File: src/design/mal_pkg.sv
// Shared types and constants for the MAC arrival log.
// No dependencies; used by every module of the block.
package mal_pkg;

    localparam int MAC_W  = 48;
    localparam int IFC_W  = 8;
    localparam int TIME_W = 32;
    localparam int TTL_W  = 16;
    localparam int CNT_W  = 7;

    typedef enum logic [1:0] {
        OP_RECORD = 2'd0,
        OP_REMOVE = 2'd1,
        OP_TICK   = 2'd2,
        OP_DUMP   = 2'd3
    } opcode_t;

    // One stored log entry, as held in the entry memory.
    typedef struct packed {
        logic [MAC_W-1:0]  mac;
        logic [IFC_W-1:0]  ifc;
        logic [TIME_W-1:0] arrival;
    } entry_t;

endpackage

File: src/design/mal_age_unit.sv
// Age compare unit: subtract arrival time from current time and test against TTL.
// Depends on mal_pkg for field widths.
module mal_age_unit (
    input  logic [mal_pkg::TIME_W-1:0] now_time,
    input  logic [mal_pkg::TIME_W-1:0] arrival_time,
    input  logic [mal_pkg::TTL_W-1:0]  ttl,
    output logic                       expired
);

    logic [mal_pkg::TIME_W-1:0] age;

    // Wraps modulo 2^32, so time running backwards reads as very old.
    assign age     = now_time - arrival_time;
    assign expired = age > {{(mal_pkg::TIME_W - mal_pkg::TTL_W){1'b0}}, ttl};

endmodule

File: config.mk
export PLATFORM = sky130hd
export DESIGN_NAME = mal_age_unit
export DESIGN_NICKNAME = d
export VERILOG_FILES = /design/src/design/mal_pkg.sv /design/src/design/mal_age_unit.sv
export SDC_FILE = /design/constraint.sdc
export NUM_CORES = 1
export LEC_CHECK = 0
export BUFFER_PORTS_ARGS = -buffer_cell sky130_fd_sc_hd__buf_2
export CORE_ASPECT_RATIO = 0.9
export CORE_MARGIN = 2
export CORE_UTILIZATION = 48
export DETAILED_ROUTE_END_ITERATION = 7
export GPL_TIMING_DRIVEN = 0
export PLACE_DENSITY = 0.78
export SETUP_SLACK_MARGIN = 0.2
export SLEW_MARGIN = 20
export SYNTH_ARGS = -nofsm -noshare
export SYNTH_HDL_FRONTEND = slang
export SYNTH_SLANG_ARGS = --single-unit
export TNS_END_PERCENT = 30
File: constraint.sdc
create_clock -name vclk -period 8.3
set_input_delay 0.415 -clock vclk [all_inputs]
set_output_delay 0.415 -clock vclk [all_outputs]
set_load 0.02 [all_outputs]
# --- After elaboration in Yosys (flattened, before gate mapping) ---
# Index checks and enable logic that the tools add are counted.
op_classes:
  shifts: 0
  n_eq_ne: 0
  addsub: 1
  muxes: 0
  mul: 0
  magnitude_cmp: 1
  n_div: 0
  reduce_logical: 0
  bitwise_logic: 0
ops:
  columns: ["operator", "count"]
  rows:
  - ["> comparator 32 x 16 -> 1 bit", 1]
  - ["subtractor 32 bit", 1]
word_totals:
  in_bits: 80
  memories: 0
  regBits: 0
  out_inout_bits: 1
  ramBits: 0
  rom_bits: 0
  latchBits: 0
  word_cells: 2

# --- Depth between registers and ports, before layout ---
depth:
  depth_word: 2
  mapped_depth: 20
  depth_no_buf: 20

# --- Worst setup path before layout ---
# OpenSTA, ideal clock, no wires.
synth_path:
  path_kind: "input -> output"
  start: "input now_time[0] in the netlist's numbering"
  end: "output expired"
  required_time_ns: 7.885
  t_arrival_ns: 3.862
  slack_ns: 4.023
  stages: 19
  n_path_buf: 0
  path_cell_list: "inv_1 -> ha_1 -> fa_1 -> nand2b_1 -> a21oi_1 -> nor2_1 -> o21ai_0 -> a31oi_1 -> xnor2_1 -> ha_1 -> nand4_1 -> nor3_1 -> a2111oi_0 -> a21oi_1 -> a2111oi_0 -> and3_1 -> nand4_1 -> nor4_1 -> nand4_1"
synth_between:
  elab_chain_cells: 2
synth_rtl:
  columns: ["element", "line_no", "rtl"]
  rows:
  - ["start: declaration", "mal_age_unit.sv:4", "input logic [mal_pkg::TIME_W-1:0] now_time,"]
  - ["subtractor 32 bit", "mal_age_unit.sv:13", "assign age = now_time - arrival_time;"]
  - ["> comparator 32 x 16 -> 1 bit", "mal_age_unit.sv:14", "assign expired = age > {{(mal_pkg::TIME_W - mal_pkg::TTL_W){1'b0}}, ttl};"]
  - ["end: declaration", "mal_age_unit.sv:7", "output logic expired"]
# No other way between the ends.

# --- Final worst setup path ---
# Same ends and word-level chain as after synthesis.

==> flow_summary.json <==
{
  "synth_nets": 458,
  "yosysWarnings": 0,
  "antenna_found_initial": 0,
  "coreArea_um2": 4430,
  "period_share": 0.596,
  "die_area_um2": 5120,
  "total_power_uw": 201,
  "drc": 0,
  "detail-route-antenna-nets": 0,
  "synthDistinctLibCells": 49,
  "n_antenna_cell": 0,
  "layout.cells.most_common": "buf_2",
  "drt_iter0_markers": 89,
  "grt_max_degree": 10,
  "setup_slack_ns": 3.35,
  "syn_inst": 330,
  "hpwl_um": 4790,
  "cts_resized": 0,
  "gp_congestion": 0.882,
  "rsz0062_at_grt": "no",
  "vdd_drop_max_uv": 33.9,
  "layout_common_cells": "81 x buf_2, 56 x inv_1, 47 x ha_1",
  "synthTopCellsByArea": "ha_1 27%, inv_1 9.6%, a21oi_1 8.7%, xnor2_1 5.2%, nand2_1 4.3%",
  "yosysTopAreaCell": "ha_1",
  "hold_violations": 0,
  "first_global_vias": 2260,
  "tns_ns": 0,
  "power.leakage_uw": 0.00150,
  "synth_area_um2": 2190,
  "fin_util": 0.604,
  "viasPerCell": 5.34,
  "gr-total-overflow": 0,
  "ioPinCount": 81,
  "hold_buffers": 0,
  "postCtsSetupBuffers": 0,
  "track_usage": 0.217,
  "criticalPathCategory": "in -> out",
  "pre_cts_slack_ns": 3.42,
  "cp.required_ns": 7.89,
  "die_y_um": 68.1,
  "tightest_slew_ns": 0.424,
  "ys_seq_area_frac": 0,
  "dr.pass1.iters": 4,
  "drv_slew": 0,
  "finalCriticalPeriod_ns": 4.95,
  "nNetsFinal": 541,
  "slew_headroom": 0.717,
  "die_width_um": 75.2,
  "io_buffer_count": 81,
  "cp-end-kind": "primary output",
  "start_util": 0.495,
  "drt-total-wl_um": 5470,
  "grt_pass1_wl_um": 9270,
  "max_freq_ghz": 0.202,
  "synthToLayoutAreaGrowth_pct": 22.0,
  "row_count": 23,
  "critPathLaunchType": "primary input",
  "cp.arrival_ns": 4.53,
  "worstPathMaxFanout": 3,
  "hp-class": "in -> out",
  "wl_per_cell_um": 11.6,
  "p_per_area_nw_per_um2": 75.1,
  "synth_top_area_share": 0.268,
  "drive_gt1_frac": 0.214,
  "outcome": "finished clean",
  "setup_viol": 0,
  "clkbuf_count": 0,
  "syn_avg_cell_area_um2": 6.64,
  "maxCapViolCount": 0,
  "seqCellArea_um2": 0,
  "vias": 2525,
  "seq_cell_count": 0
}
==> synth_stat cells, types with 4 or more instances <==
cell,count
xor2_1,10
o21bai_1,4
nand4_1,14
ha_1,47
clkbuf_1,4
a21oi_1,38
nand3_1,13
a21o_1,11
inv_1,56
nor2_1,17
nand2_1,25
xnor2_1,13
a31oi_1,4
o21ai_0,17
==> metal layers <==
metal	up-vias	global-route usage	wire (µm)
li1	1340	-	-
met1	1116	0.307	2680
met2	67	0.383	2520
met3	2	0.00736	252
met4	0	0.0154	16
met5	-	0	0
==> power by group <==
group          switching (µW)  total [µW]  leakage [µW]  internal [µW]
registers                   0           0             0              0
logic                     110         201       0.00150           91.2
clock network               0           0             0              0
total                     110         201       0.00150           91.2
==> worst paths after layout <==
path	depth (start not counted)	startpoint	endpoint
worst max-delay path	21	now_time[0]	expired
worst min-delay path	5	now_time[31]	expired
==> cell families after synthesis <==
family | synth area share
AO/OA/AOI/OAI | 0.289
AND/OR/NAND/NOR | 0.222
buffers and inverters | 0.103
adder cells (fa/ha/maj) | 0.277
XOR/XNOR | 0.0993
multiplexers | 0.00970
==> area by class of cell <==
class | instances | area [µm²]
inverters | 56 | 210
fillers | 444 | 1760
well taps | 62 | 77.6
repair buffers | 81 | 405
plain buffers | 4 | 15.0
multi-input cells | 270 | 1970
==> stage by stage <==
| step | std cells | hold slack [ns] | cell area (µm²) |
|---|---|---|---|
| finish | 473 | 1.33 | 2680 |
| global route | 473 | 1.40 | 2680 |
| CTS | 473 | 1.33 | 2680 |
| detailed placement | 473 | 1.32 | 2680 |
| global placement | 473 | 1.34 | 2680 |
| floorplan | 330 | 1.20 | 2190 |
==> critical path: stages <==
cell       delay, ns
buf_2           0.08
inv_1           0.03
ha_1            0.22
fa_1            0.41
nand2b_1        0.19
a21oi_1         0.29
nor2_1          0.12
o21ai_0         0.29
a31oi_1         0.15
xnor2_1         0.16
ha_1            0.31
nand4_1         0.12
nor3_1          0.07
a2111oi_0       0.42
a21oi_1         0.07
a2111oi_0       0.27
and3_1          0.21
nand4_1         0.07
nor4_1          0.34
nand4_1         0.12
buf_2           0.17
(Power assumes the default switching activity.)
